$ cat config.mk
export PLATFORM = sky130hd
export DESIGN_NAME = cell_automaton_implication
export DESIGN_NICKNAME = d
export VERILOG_FILES = /design/src/sv/cai_pkg.sv /design/src/sv/cai_cfg.sv /design/src/sv/cai_eval.sv /design/src/sv/cell_automaton_implication.sv
export VERILOG_INCLUDE_DIRS = /design/src /design/src/sv
export SDC_FILE = /design/constraint.sdc
export NUM_CORES = 1
export LEC_CHECK = 0
export BUFFER_PORTS_ARGS = -buffer_cell sky130_fd_sc_hd__buf_2
export CORE_MARGIN = 4
export CORE_UTILIZATION = 25
export CTS_CLUSTER_SIZE = 30
export DETAILED_ROUTE_END_ITERATION = 8
export HOLD_SLACK_MARGIN = 0.03
export PLACE_DENSITY_LB_ADDON = 0.08
export SLEW_MARGIN = 20
export SYNTH_ARGS = -nofsm -noshare
export SYNTH_HDL_FRONTEND = slang
export SYNTH_SLANG_ARGS = --single-unit
$ cat constraint.sdc
create_clock -name clk -period 3.5 [get_ports clk]
set_input_delay 0 -clock clk [delete_from_list [all_inputs] [get_ports clk]]
set_output_delay 0 -clock clk [all_outputs]
set_load 0.01 [all_outputs]
$ cat src/sv/cell_automaton_implication_assert.svh
// Assertion macros for the cell automaton implication block.
// Used by the top level; expects clk and arst_n in scope.
`ifndef CELL_AUTOMATON_IMPLICATION_ASSERT_SVH
`define CELL_AUTOMATON_IMPLICATION_ASSERT_SVH

`ifndef SYNTHESIS
`define CAI_ASSERT(label, prop) \
	label: assert property (@(posedge clk) disable iff (!arst_n) prop) \
	else $error("cell_automaton_implication: assertion failed");
`define CAI_ASSERT_NEVER(label, expr) \
	label: assert property (@(posedge clk) disable iff (!arst_n) !(expr)) \
	else $error("cell_automaton_implication: forbidden condition");
`else
`define CAI_ASSERT(label, prop)
`define CAI_ASSERT_NEVER(label, expr)
`endif

`endif

$ cat src/sv/cai_pkg.sv
// Shared types and constants for the cell automaton implication block.
// No dependencies.
package cai_pkg;

	localparam int unsigned NBR_COUNT = 8;
	localparam int unsigned CNT_W     = 4;
	localparam int unsigned SUM_W     = 5;
	localparam int unsigned MASK_W    = NBR_COUNT + 1;
	localparam int unsigned IN_W      = 16;
	localparam int unsigned OUT_W     = 8;

	localparam logic [1:0] ST_OFF = 2'd0;
	localparam logic [1:0] ST_ON  = 2'd1;
	localparam logic [1:0] ST_UNK = 2'd2;
	localparam logic [1:0] ST_BAD = 2'd3;

	localparam logic REG_BIRTH   = 1'b0;
	localparam logic REG_SURVIVE = 1'b1;

	localparam logic [MASK_W-1:0] BIRTH_RST   = MASK_W'(8);
	localparam logic [MASK_W-1:0] SURVIVE_RST = MASK_W'(12);

	typedef struct packed {
		logic [CNT_W-1:0] unknown_neighbours;
		logic [CNT_W-1:0] on_neighbours;
		logic [1:0]       center_state;
		logic [1:0]       future_state;
	} cai_query_t;

	typedef struct packed {
		logic consistent;
		logic future_forced;
		logic future_value;
		logic center_forced;
		logic center_value;
		logic neighbours_forced;
		logic neighbours_value;
	} cai_result_t;

	typedef struct packed {
		logic [MASK_W-1:0] birth;
		logic [MASK_W-1:0] survive;
	} cai_rule_t;

endpackage

$ cat src/sv/cai_cfg.sv
// Rule register file: birth and survival masks behind a plain write port.
// Depends on cai_pkg.
module cai_cfg import cai_pkg::*; (
	input  logic              clk,
	input  logic              arst_n,
	input  logic              cfg_we,
	input  logic              cfg_index,
	input  logic [MASK_W-1:0] cfg_data,
	output cai_rule_t         rule
);

	logic [MASK_W-1:0] birth_q;
	logic [MASK_W-1:0] survive_q;

	always_ff @(posedge clk or negedge arst_n) begin
		if (!arst_n) begin
			birth_q   <= BIRTH_RST;
			survive_q <= SURVIVE_RST;
		end else if (cfg_we) begin
			unique case (cfg_index)
				REG_BIRTH:   birth_q   <= cfg_data;
				REG_SURVIVE: survive_q <= cfg_data;
				default: ;
			endcase
		end
	end

	assign rule.birth   = birth_q;
	assign rule.survive = survive_q;

endmodule

$ cat src/sv/cai_eval.sv
// Evaluates all completions of one cell query in parallel, one lane per
// neighbour count, and reduces them to consistency and forced values.
// Depends on cai_pkg.
module cai_eval import cai_pkg::*; (
	input  cai_query_t  query,
	input  cai_rule_t   rule,
	output cai_result_t result
);

	always_comb begin
		logic [SUM_W-1:0]  hi;
		logic [SUM_W-1:0]  lo;
		logic [MASK_W-1:0] ok0;
		logic [MASK_W-1:0] ok1;
		logic [MASK_W-1:0] hit;
		logic [MASK_W-1:0] gt_lo;
		logic [MASK_W-1:0] lt_hi;
		logic              bad;
		logic              c0_ok, c1_ok, f0_ok, f1_ok;
		logic              f0_hit, f1_hit, valid;
		logic              c_on, c_off, f_on, f_off, n_on, n_off;
		logic              rng;

		lo  = {1'b0, query.on_neighbours};
		hi  = {1'b0, query.unknown_neighbours} + lo;
		bad = (hi > SUM_W'(NBR_COUNT)) || (query.center_state == ST_BAD)
			|| (query.future_state == ST_BAD);

		c0_ok = query.center_state != ST_ON;
		c1_ok = query.center_state != ST_OFF;
		f0_ok = query.future_state != ST_ON;
		f1_ok = query.future_state != ST_OFF;

		f0_hit = 1'b0;
		f1_hit = 1'b0;
		for (int i = 0; i < MASK_W; i++) begin
			rng      = (SUM_W'(i) >= lo) && (SUM_W'(i) <= hi);
			ok0[i]   = rng && c0_ok && (rule.birth[i] ? f1_ok : f0_ok);
			ok1[i]   = rng && c1_ok && (rule.survive[i] ? f1_ok : f0_ok);
			gt_lo[i] = SUM_W'(i) > lo;
			lt_hi[i] = SUM_W'(i) < hi;
			f1_hit   = f1_hit | (ok0[i] & rule.birth[i]) | (ok1[i] & rule.survive[i]);
			f0_hit   = f0_hit | (ok0[i] & ~rule.birth[i]) | (ok1[i] & ~rule.survive[i]);
		end
		hit = ok0 | ok1;

		valid = !bad && (|hit);
		c_on  = ~|ok0;
		c_off = ~|ok1;
		f_on  = !f0_hit;
		f_off = !f1_hit;
		n_off = ~|(hit & gt_lo);
		n_on  = ~|(hit & lt_hi);

		result                   = '0;
		result.consistent        = valid;
		if (valid) begin
			if (query.future_state == ST_UNK && (f_on || f_off)) begin
				result.future_forced = 1'b1;
				result.future_value  = f_on;
			end
			if (query.center_state == ST_UNK && (c_on || c_off)) begin
				result.center_forced = 1'b1;
				result.center_value  = c_on;
			end
			if (query.unknown_neighbours != '0 && (n_on || n_off)) begin
				result.neighbours_forced = 1'b1;
				result.neighbours_value  = n_on;
			end
		end
	end

endmodule

$ cat src/sv/cell_automaton_implication.sv
// Path: an accepted transaction is registered in s1, evaluated, then registered in s2 and offered as a result.
// Throughput: one transaction per cycle unless a waiting result stalls the output, set by the single-pass evaluation.
// Backpressure: with a result waiting, one more transaction is taken into s1, then input stalls.
// Reset (arst_n low, asynchronous): both stages empty, birth mask 8, survival mask 12.
// Top level of the cell automaton implication block; uses cai_pkg, cai_cfg, cai_eval.
`include "cell_automaton_implication_assert.svh"
module cell_automaton_implication import cai_pkg::*; (
	input  logic              clk,
	input  logic              arst_n,
	input  logic              cfg_we,
	input  logic              cfg_index,
	input  logic [MASK_W-1:0] cfg_data,
	input  logic              s_tvalid,
	output logic              s_tready,
	// unknown_neighbours[3:0], on_neighbours[7:4], center_state[9:8],
	// future_state[11:10], zero[15:12]
	input  logic [IN_W-1:0]   s_tdata,
	output logic              m_tvalid,
	input  logic              m_tready,
	// consistent[0], future_forced[1], future_value[2], center_forced[3],
	// center_value[4], neighbours_forced[5], neighbours_value[6], zero[7]
	output logic [OUT_W-1:0]  m_tdata
);

	cai_rule_t   rule;
	cai_query_t  query_in;
	cai_query_t  query_s1;
	cai_result_t result;
	cai_result_t result_s2;
	logic        valid_s1;
	logic        valid_s2;
	logic        s2_ready;
	logic        s1_adv;

	cai_cfg u_cfg (
		.clk       (clk),
		.arst_n    (arst_n),
		.cfg_we    (cfg_we),
		.cfg_index (cfg_index),
		.cfg_data  (cfg_data),
		.rule      (rule)
	);

	assign query_in.unknown_neighbours = s_tdata[3:0];
	assign query_in.on_neighbours      = s_tdata[7:4];
	assign query_in.center_state       = s_tdata[9:8];
	assign query_in.future_state       = s_tdata[11:10];

	assign s2_ready = !valid_s2 || m_tready;
	assign s1_adv   = valid_s1 && s2_ready;
	assign s_tready = !valid_s1 || s2_ready;

	always_ff @(posedge clk or negedge arst_n) begin
		if (!arst_n) begin
			valid_s1 <= 1'b0;
			valid_s2 <= 1'b0;
		end else begin
			if (s_tready)
				valid_s1 <= s_tvalid;
			if (s2_ready)
				valid_s2 <= valid_s1;
		end
	end

	always_ff @(posedge clk) begin
		if (s_tvalid && s_tready)
			query_s1 <= query_in;
		if (s1_adv)
			result_s2 <= result;
	end

	cai_eval u_eval (
		.query  (query_s1),
		.rule   (rule),
		.result (result)
	);

	assign m_tvalid = valid_s2;
	assign m_tdata  = {1'b0,
		result_s2.neighbours_value, result_s2.neighbours_forced,
		result_s2.center_value, result_s2.center_forced,
		result_s2.future_value, result_s2.future_forced,
		result_s2.consistent};

	`CAI_ASSERT(a_inconsistent_clear, (m_tvalid && !m_tdata[0]) |-> (m_tdata[7:1] == '0))
	`CAI_ASSERT(a_value_needs_forced, (m_tvalid && m_tdata[6]) |-> m_tdata[5])
	`CAI_ASSERT(a_accept_fills_s1, (s_tvalid && s_tready) |=> valid_s1)
	`CAI_ASSERT_NEVER(a_stall_when_empty, !s_tready && !(valid_s1 && valid_s2))

endmodule
==> impl_metrics.json, run 1 <==
{
  "synth-seq-cells": 39,
  "final_max_slew_viol_count": 0,
  "drc": 0,
  "dieHeight_um": 121,
  "setup_tns_ns": 0,
  "synth_cell_types": 70,
  "status": "finished, final reports clean",
  "cts_buffers": 5,
  "final_cell_mix": "35 x buf_2, 25 x a21oi_1, 25 x dlygate4sd3_1",
  "drive_gt1_share_pct": 24.0,
  "io_buffers": 35,
  "grt_overflow_total": 0,
  "hold_class": "in2async",
  "place_congestion": 0.895,
  "core-area_sq_um": 12200,
  "cts_tree": "done",
  "power_w": 0.00172,
  "totalWireLength_um": 10300,
  "die_x_um": 121,
  "post-route-min-period_ns": 3.21,
  "via_count": 2948,
  "diodes": 0,
  "start_util_pct": 26.0,
  "grt_pass1_wl_um": 16700,
  "cts_sinks": 39,
  "holdWs_ns": 0.190,
  "antenna_found_initial": 0,
  "power_density_nw_per_um2": 426,
  "ys_dominant_reg_cell": "edfxtp_1",
  "drv_cap": 0,
  "clock_latency_ns": 0.30,
  "cp_max_fo": 6,
  "setup_violations": 0,
  "fin_cells": 581,
  "drt-initial-drc-count": 162,
  "ant_nets": 0,
  "syn_avg_cell_area_sq_um": 9.25,
  "post_drt_via_cell_ratio": 5.07,
  "ys_seq_area_share_pct": 33.9,
  "wl_per_cell_um": 17.8,
  "dpl.cell_count": 548,
  "drtPass1Iterations": 6,
  "nNetsFinal": 448,
  "cts_buffer_depth": 2,
  "num_rows": 40,
  "max_slew_margin_pct": 33.7,
  "fill_cells": 1304,
  "async_flop_share_pct": 51.3,
  "critPathCaptureType": "register",
  "post-route-period-util_pct": 91.8,
  "grt_pass1_vias": 2927,
  "leakage_nw": 1.58,
  "rsz0062_at_grt": "no",
  "clk_pin_slew_ns": 0.06,
  "grt_max_degree": 21,
  "start_kind": "register",
  "root_buffer": "clkbuf_16",
  "synth_edf_count": 19,
  "dieArea_sq_um": 14600,
  "cts_max_level": 2,
  "worst_ep_required_time_ns": 3.52,
  "syn-num-nets": 379,
  "finClkSkew_ns": 0.00568,
  "ys_warn_count": 0,
  "place_hpwl_um": 7940,
  "worstMarginPinSlew_ns": 0.992,
  "syn_inst": 343,
  "area_growth_pct": 27.4,
  "vdd_ir_drop_max_mv": 0.282,
  "hold_viol": 0,
  "track_usage_pct": 15.0,
  "synth.cell_area_sq_um": 3170,
  "layout_commonest_cell": "buf_2",
  "max_clock_freq_mhz": 311,
  "cp_data_arrival_time_ns": 3.23,
  "crit_type": "reg2reg",
  "io_pins": 41
}
[layer usage]
metal  vias to the layer above  part of all wire (%)  track usage, %
met5                         -                     0               0
met4                         0                   2.2            5.88
met1                      1421                    47            20.8
met2                        67                    45            22.5
li1                       1446                     -               -
met3                        14                   5.4            3.55
[worst paths after layout]
check,slack (ns),to,startpoint,cells past startpoint
worst min-delay path,0.19,m_tvalid$_DFFE_PN0P_,arst_n,2
max in group asynchronous,2.96,u_cfg.survive_q[2]$_DFFE_PN1P_,arst_n,2
worst max register to register,0.29,m_tdata[6]$_SDFFCE_PN0P_,query_s1[4]$_DFFE_PP_,11
min in group clk,0.19,u_cfg.birth_q[3]$_DFFE_PN1P_,cfg_index,4
worst min register to register,0.48,m_tvalid$_DFFE_PN0P_,valid_s1$_DFFE_PN0N_,1
worst max-delay path,0.29,m_tdata[6]$_SDFFCE_PN0P_,query_s1[4]$_DFFE_PP_,11
[metrics by stage]
stage | cell area, sq um | worst slack [ns] | util, %
3_5_place_dp | 3620 | 0.277 | 29.7
2_1_floorplan | 3170 | 0.412 | -
3_3_place_gp | 3620 | 0.294 | 29.7
4_1_cts | 4030 | 0.254 | 33.0
6_report | 4040 | 0.288 | 33.1
5_1_grt | 4040 | 0.00668 | 33.1
[power by group]
| group | internal (W) | total (W) | switching, W |
|---|---|---|---|
| combinational | 0.000279 | 0.000600 | 0.000321 |
| clock | 0.000309 | 0.000506 | 0.000197 |
| sequential | 0.000538 | 0.000615 | 0.0000770 |
[logic make-up (layout without fill, tap and decap cells)]
| kind of cell | after synthesis | count (layout) | share of synthesized area [%] |
|---|---|---|---|
| AOI/OAI and AO/OA | 114 | 114 | 24.6 |
| DFF | 39 | 39 | 33.9 |
| and+or+nand+nor | 102 | 102 | 18.6 |
| other | 1 | 1 | 0.118 |
| buffers and inverters | 30 | 100 | 4.30 |
| xor gates and xnor gates | 27 | 27 | 7.69 |
| muxes | 25 | 25 | 8.60 |
| adders and majority gates | 5 | 5 | 2.21 |
[cell usage after synthesis (3+ instances only)]
library cell	n	area (sq um)
a21oi_1	25	125
nand2_1	22	82.6
edfxtp_1	19	571
mux2_2	18	203
o21ai_0	18	90.1
dfrtp_1	17	425
nor2_1	17	63.8
xnor2_1	17	149
clkbuf_1	11	41.3
o211ai_1	11	82.6
inv_1	10	37.5
xor2_1	9	78.8
a21o_1	8	60.1
nand2b_1	8	50.1
mux2i_1	7	70.1
nor3_1	6	30.0
o22ai_1	6	37.5
or3_1	6	37.5
a211oi_1	5	37.5
a22oi_1	5	37.5
and2_1	5	31.3
nand3_1	5	25.0
nand4_1	5	31.3
nor4_1	5	31.3
a32oi_1	4	35.0
buf_2	4	20.0
ha_1	4	50.1
nor2b_1	4	25.0
a31oi_1	3	18.8
and3_1	3	18.8
buf_4	3	22.5
dfstp_2	3	78.8
o21ai_1	3	15.0
o221ai_1	3	26.3
or2_2	3	18.8
[final cells by class]
cell class                      count  area, sq um  share of cell area (%)
Clock buffer                        7          154                    3.81
Clock inverter                      1         6.26                   0.155
Inverter                           10         37.5                   0.929
Multi-Input combinational cell    274         1970                    48.7
Sequential cell                    39         1070                    26.6
Tap cell                          168          210                    5.20
Timing Repair Buffer               82          591                    14.6
[critical path, stage by stage, from the launching register on]
cell      delay (ns)
edfxtp_1        0.41
ha_1            0.24
inv_1           0.07
fa_1            0.30
and4bb_1        0.31
nand3_1         0.22
a22oi_1         0.33
o31ai_1         0.09
or3_1           0.34
a211o_1         0.36
nor2_4          0.17
nor4_1          0.07
[registers in the layout, indices dropped and copies added (netlist names)]
register / count
u_cfg.survive_q: 9
m_tdata: 7
u_cfg.birth_q: 9
valid_s1: 1
m_tvalid: 1
query_s1: 12
[repair_timing]
action | 4_1_cts | 5_1_grt
gates resized for setup | 0 | 1
setup endpoints to repair | 0 | 2
endpoints found under the hold margin | 52 | 0
hold buffers | 25 | 0
buffers inserted | 0 | 0
Power figures use the tool's default switching activity.
==> run 2: changes to the inputs <==
--- a/config.mk
+++ b/config.mk
@@ -12,7 +12,7 @@
 export CTS_CLUSTER_SIZE = 30
 export DETAILED_ROUTE_END_ITERATION = 8
 export HOLD_SLACK_MARGIN = 0.03
-export PLACE_DENSITY_LB_ADDON = 0.08
+export PLACE_DENSITY = 0.48
 export SLEW_MARGIN = 20
 export SYNTH_ARGS = -nofsm -noshare
 export SYNTH_HDL_FRONTEND = slang
==> impl_metrics.json, run 2 (same netlist as run 1, synthesis figures left out) <==
{
  "cpMaxStageDelayCell": "fa_1",
  "clockPowerShare_pct": 27.7,
  "cp_max_fo": 7,
  "via_count": 2981,
  "drtPass1Iterations": 5,
  "num_rows": 40,
  "final_max_slew_viol_count": 0,
  "dieArea_sq_um": 14600,
  "grt_pass1_vias": 2923,
  "post-route-min-period_ns": 3.31,
  "crit_chain": "ha_1, inv_1, fa_1, xor2_2, nor3_1, nor3_4, o221ai_1, or3_1, a211o_1, nor2_4, nor4_1",
  "fin_cells": 574,
  "io_pins": 41,
  "cts_tree": "done",
  "io_buffers": 35,
  "multi_input_area_sq_um": 1960,
  "finClkSkew_ns": 0.00682,
  "regArea_sq_um": 1070,
  "cts_sinks": 39,
  "die_x_um": 121,
  "hold_class": "in2reg",
  "antenna_found_initial": 0,
  "clk_pin_slew_ns": 0.06,
  "power.share.switching_pct": 35.2,
  "drt-initial-drc-count": 258,
  "place_hpwl_um": 7400,
  "core-area_sq_um": 12200,
  "postCtsSetupBuffers": 0,
  "p_seq_share_pct": 37.2,
  "nNetsFinal": 441,
  "top_register": "query_s1",
  "clock_latency_ns": 0.29,
  "leakage_nw": 1.53,
  "wl_per_cell_um": 16.7,
  "dpl.cell_count": 541,
  "power_density_nw_per_um2": 416,
  "post_drt_via_cell_ratio": 5.19,
  "cts_buffers": 5,
  "setup_violations": 0,
  "totalWireLength_um": 9570,
  "vdd_ir_drop_max_mv": 0.162,
  "drive_gt1_share_pct": 21.9,
  "area_growth_pct": 24.8,
  "place_congestion": 0.924,
  "crit_type": "reg2reg",
  "setup_tns_ns": 0,
  "status": "finished, final reports clean",
  "final_cell_mix": "35 x buf_2, 25 x a21oi_1, 25 x dlygate4sd3_1",
  "worstMarginPinSlew_ns": 0.921,
  "cts_max_level": 2,
  "rsz0062_at_grt": "no",
  "drv_cap": 0,
  "max_clock_freq_mhz": 302,
  "track_usage_pct": 13.5,
  "comb_power_share_pct": 35.1,
  "max_stage_delay_ns": 0.47,
  "root_buffer": "clkbuf_16",
  "max_slew_margin_pct": 38.5,
  "ant_nets": 0,
  "ff2ff_path_depth": 11,
  "worst-path-buf-inv": 1,
  "cp.depth": 11,
  "post-route-period-util_pct": 94.7,
  "start_kind": "register",
  "grt_max_degree": 21,
  "hold_path_depth": 4,
  "p_int_w": 0.00107,
  "start_util_pct": 26.0,
  "hold_viol": 0,
  "diodes": 0,
  "cts_buffer_depth": 2,
  "worst_ep_required_time_ns": 3.52,
  "grt_pass1_wl_um": 15600,
  "grt_overflow_total": 0,
  "drc": 0,
  "p_sw_w": 0.000579,
  "dieHeight_um": 121,
  "cp_data_arrival_time_ns": 3.34,
  "fill_cells": 1280,
  "critPathCaptureType": "register",
  "largest_register_ffs": 12,
  "layout_commonest_cell": "buf_2",
  "cpLargestDelayFamily": "simple AND/OR/NAND/NOR gates",
  "largestRegisters": "query_s1 (12), u_cfg.birth_q (9), u_cfg.survive_q (9)"
}
-- run 2: cell count changes in the layout (fill, tap and decap cells not counted), sizes merged --
cell / change
inv: -1
buf: -7
clkbuf: +1
-- run 2: final timing paths --
path / endpoint / slack (ns) / startpoint
worst max-delay path: m_tdata[6]$_SDFFCE_PN0P_ / 0.19 / query_s1[8]$_DFFE_PP_
worst min-delay path: u_cfg.birth_q[3]$_DFFE_PN1P_ / 0.18 / cfg_index
worst max register to register: m_tdata[6]$_SDFFCE_PN0P_ / 0.19 / query_s1[8]$_DFFE_PP_
worst min register to register: m_tvalid$_DFFE_PN0P_ / 0.48 / valid_s1$_DFFE_PN0N_
max in group asynchronous: u_cfg.birth_q[3]$_DFFE_PN1P_ / 2.95 / arst_n
min in group asynchronous: u_cfg.birth_q[1]$_DFFE_PN0P_ / 0.20 / arst_n
-- run 2: stage by stage --
stage / worst slack [ns] / util [%] / power (W) / cell area [sq um] / hold WS [ns]
6_report: 0.186 / 32.4 / 0.00164 / 3960 / 0.179
5_1_grt: 0.0395 / 32.4 / 0.00174 / 3960 / 0.261
4_1_cts: 0.212 / 32.4 / 0.00165 / 3960 / 0.182
3_5_place_dp: 0.247 / 29.2 / 0.00117 / 3570 / -0.0170
3_3_place_gp: 0.226 / 29.2 / 0.00117 / 3570 / -0.0283
2_1_floorplan: 0.412 / - / 0.00100 / 3170 / -0.296
-- run 2: routing by layer --
metal	GRT usage (%)	wire length, um	vias up
li1	-	-	1430
met1	18.5	4300	1416
met2	21.3	4410	122
met3	2.62	691	13
met4	4.25	175	0
met5	0	0	-
-- run 2: layout make-up --
cell class                      count  share of cell area, %
Tap cell                          168                   5.31
Inverter                           10                  0.948
Clock buffer                        8                   3.45
Timing Repair Buffer               75                   13.6
Multi-Input combinational cell    274                   49.5
Sequential cell                    39                   27.2
-- run 2: power by group through the flow --
stage	Clock [W]	Sequential (W)	Combinational [W]
floorplan	0	0.000596	0.000408
global placement	0	0.000618	0.000549
detailed placement	0	0.000620	0.000547
CTS	0.000464	0.000611	0.000572
global route	0.000481	0.000620	0.000635
finish	0.000455	0.000612	0.000577
-- run 2: what timing repair did --
| action | 4_1_cts | 5_1_grt |
|---|---|---|
| hold buffers | 25 | 0 |
| hold endpoints to repair | 52 | 0 |
| resized for setup | 0 | 0 |
| endpoints found under the setup margin | 0 | 0 |
-- run 2: worst reg2reg max path, stage by stage, from the launching register on --
cell	delay, ns
edfxtp_1	0.37
ha_1	0.19
inv_1	0.06
fa_1	0.47
xor2_2	0.37
nor3_1	0.15
nor3_4	0.27
o221ai_1	0.17
or3_1	0.38
a211o_1	0.36
nor2_4	0.17
nor4_1	0.08
==> run 3: changes to the inputs <==
--- a/config.mk
+++ b/config.mk
@@ -13,6 +13,7 @@
 export DETAILED_ROUTE_END_ITERATION = 8
 export HOLD_SLACK_MARGIN = 0.03
 export PLACE_DENSITY = 0.48
+export RECOVER_POWER = 100
 export SLEW_MARGIN = 20
 export SYNTH_ARGS = -nofsm -noshare
 export SYNTH_HDL_FRONTEND = slang
==> impl_metrics.json, run 3 (same netlist as run 1, synthesis figures left out) <==
{
  "largest_register_ffs": 12,
  "fill_cells": 1286,
  "max_slew_margin_pct": 24.3,
  "hold_class": "in2reg",
  "cts_buffer_depth": 2,
  "crit_chain": "ha_1, inv_1, fa_1, and2b_1, nor3_1, nor3_4, o221ai_1, or3_1, a211o_1, nor2_4, nor4_1",
  "holdWs_ns": 0.179,
  "wl_per_cell_um": 16.7,
  "fin_cells": 574,
  "grt_busiest_layer": "met2",
  "dpl.cell_count": 541,
  "cpLargestDelayFamily": "simple AND/OR/NAND/NOR gates",
  "max_stage_delay_ns": 0.70,
  "power_density_nw_per_um2": 416,
  "worst_ep_required_time_ns": 3.52,
  "clk_pin_slew_ns": 0.06,
  "nNetsFinal": 441,
  "status": "finished, final reports clean",
  "setup_tns_ns": 0,
  "dieHeight_um": 121,
  "power_w": 0.00164,
  "grt_pass1_wl_um": 15600,
  "setup_violations": 0,
  "post-route-period-util_pct": 93.5,
  "drive_gt1_share_pct": 18.5,
  "track_usage_pct": 13.5,
  "drv_cap": 0,
  "core-area_sq_um": 12200,
  "grt_pass1_vias": 2923,
  "top_register": "query_s1",
  "drt-initial-drc-count": 261,
  "start_util_pct": 26.0,
  "leakage_nw": 1.50,
  "place_congestion": 0.924,
  "io_pins": 41,
  "hold_viol": 0,
  "grt_max_degree": 21,
  "area_growth_pct": 24.2,
  "met1_usage_pct": 18.5,
  "post-route-min-period_ns": 3.27,
  "final_cell_mix": "25 x a21oi_1, 25 x dlygate4sd3_1, 24 x buf_2",
  "largestRegisters": "query_s1 (12), u_cfg.birth_q (9), u_cfg.survive_q (9)",
  "finClkSkew_ns": 0.00727,
  "ant_nets": 0,
  "max_clock_freq_mhz": 306,
  "die_x_um": 121,
  "met3_usage_pct": 2.62,
  "antenna_found_initial": 0,
  "cts_max_level": 2,
  "fin_util_pct": 32.3,
  "via_count": 2975,
  "num_rows": 40,
  "worst-path-buf-inv": 1,
  "crit_type": "reg2reg",
  "totalWireLength_um": 9570,
  "dieArea_sq_um": 14600,
  "post_drt_via_cell_ratio": 5.18,
  "worstMarginPinSlew_ns": 1.14,
  "rsz0062_at_grt": "no",
  "diodes": 0,
  "critPathCaptureType": "register",
  "grt_util_met2_pct": 21.3,
  "place_hpwl_um": 7400,
  "vdd_ir_drop_max_mv": 0.161,
  "cp_max_fo": 7,
  "drc": 0,
  "final_max_slew_viol_count": 0,
  "cts_sinks": 39,
  "io_buffers": 35,
  "cts_buffers": 5,
  "start_kind": "register",
  "clock_latency_ns": 0.29,
  "cts_tree": "done",
  "grt_overflow_total": 0,
  "cpMaxStageDelayCell": "fa_1",
  "cp_data_arrival_time_ns": 3.29,
  "root_buffer": "clkbuf_16",
  "drtPass1Iterations": 5
}
run 3: cell types whose count changed in the layout (fill, tap and decap cells not counted), sizes merged:
cell	before	now
buf	50	39
clkbuf	8	19
run 3: per-layer routing:
metal / part of all wire, % / routed length [um] / up-vias
met5: 0 / 0 / -
met4: 2.1 / 201 / 0
met3: 6.4 / 616 / 18
met2: 46 / 4370 / 113
met1: 46 / 4380 / 1412
li1: - / - / 1432
run 3: path summary, 6_finish.rpt:
path / from / endpoint / slack [ns] / cells past startpoint
min reg2reg: valid_s1$_DFFE_PN0N_ / m_tvalid$_DFFE_PN0P_ / 0.48 / 1
max reg2reg: query_s1[8]$_DFFE_PP_ / m_tdata[6]$_SDFFCE_PN0P_ / 0.23 / 11
max: query_s1[8]$_DFFE_PP_ / m_tdata[6]$_SDFFCE_PN0P_ / 0.23 / 11
max in group asynchronous: arst_n / u_cfg.survive_q[7]$_DFFE_PN0P_ / 2.37 / 2
min: cfg_index / u_cfg.birth_q[3]$_DFFE_PN1P_ / 0.18 / 4
min in group asynchronous: arst_n / u_cfg.birth_q[1]$_DFFE_PN0P_ / 0.45 / 2
run 3: repair_timing:
| action | CTS | global route |
|---|---|---|
| setup buffers | 0 | 0 |
| endpoints found under the hold margin | 52 | 0 |
| resized for setup | 0 | 0 |
| hold buffers | 25 | 0 |
run 3: final cells by class:
class | count | area, sq um | area share [%]
Multi-Input combinational cell | 274 | 1960 | 49.7
Sequential cell | 39 | 1070 | 27.3
Timing Repair Buffer | 75 | 524 | 13.3
Tap cell | 168 | 210 | 5.34
Clock buffer | 8 | 136 | 3.46
Inverter | 10 | 37.5 | 0.953
run 3: power breakdown:
part | total [W] | switching, W | internal [W]
combinational | 0.000573 | 0.000314 | 0.000259
clock | 0.000455 | 0.000189 | 0.000266
sequential | 0.000611 | 0.0000742 | 0.000537
run 3: worst reg2reg max path, delay by kind of cell, from the launching register on:
| family | cells | cell delay [ns] |
|---|---|---|
| AO/OA/AOI/OAI | 2 | 0.52 |
| adder cells (fa/ha/maj) | 2 | 0.89 |
| buffers and inverters | 1 | 0.06 |
| flip-flops | 1 | 0.37 |
| AND/OR/NAND/NOR | 6 | 1.16 |
run 3: stage by stage:
stage / setup slack (ns) / cell area [sq um]
after floorplan: 0.412 / 3170
after global placement: 0.226 / 3570
after detailed placement: 0.247 / 3570
after CTS: 0.212 / 3960
after global routing: 0.0502 / 3940
final: 0.228 / 3940
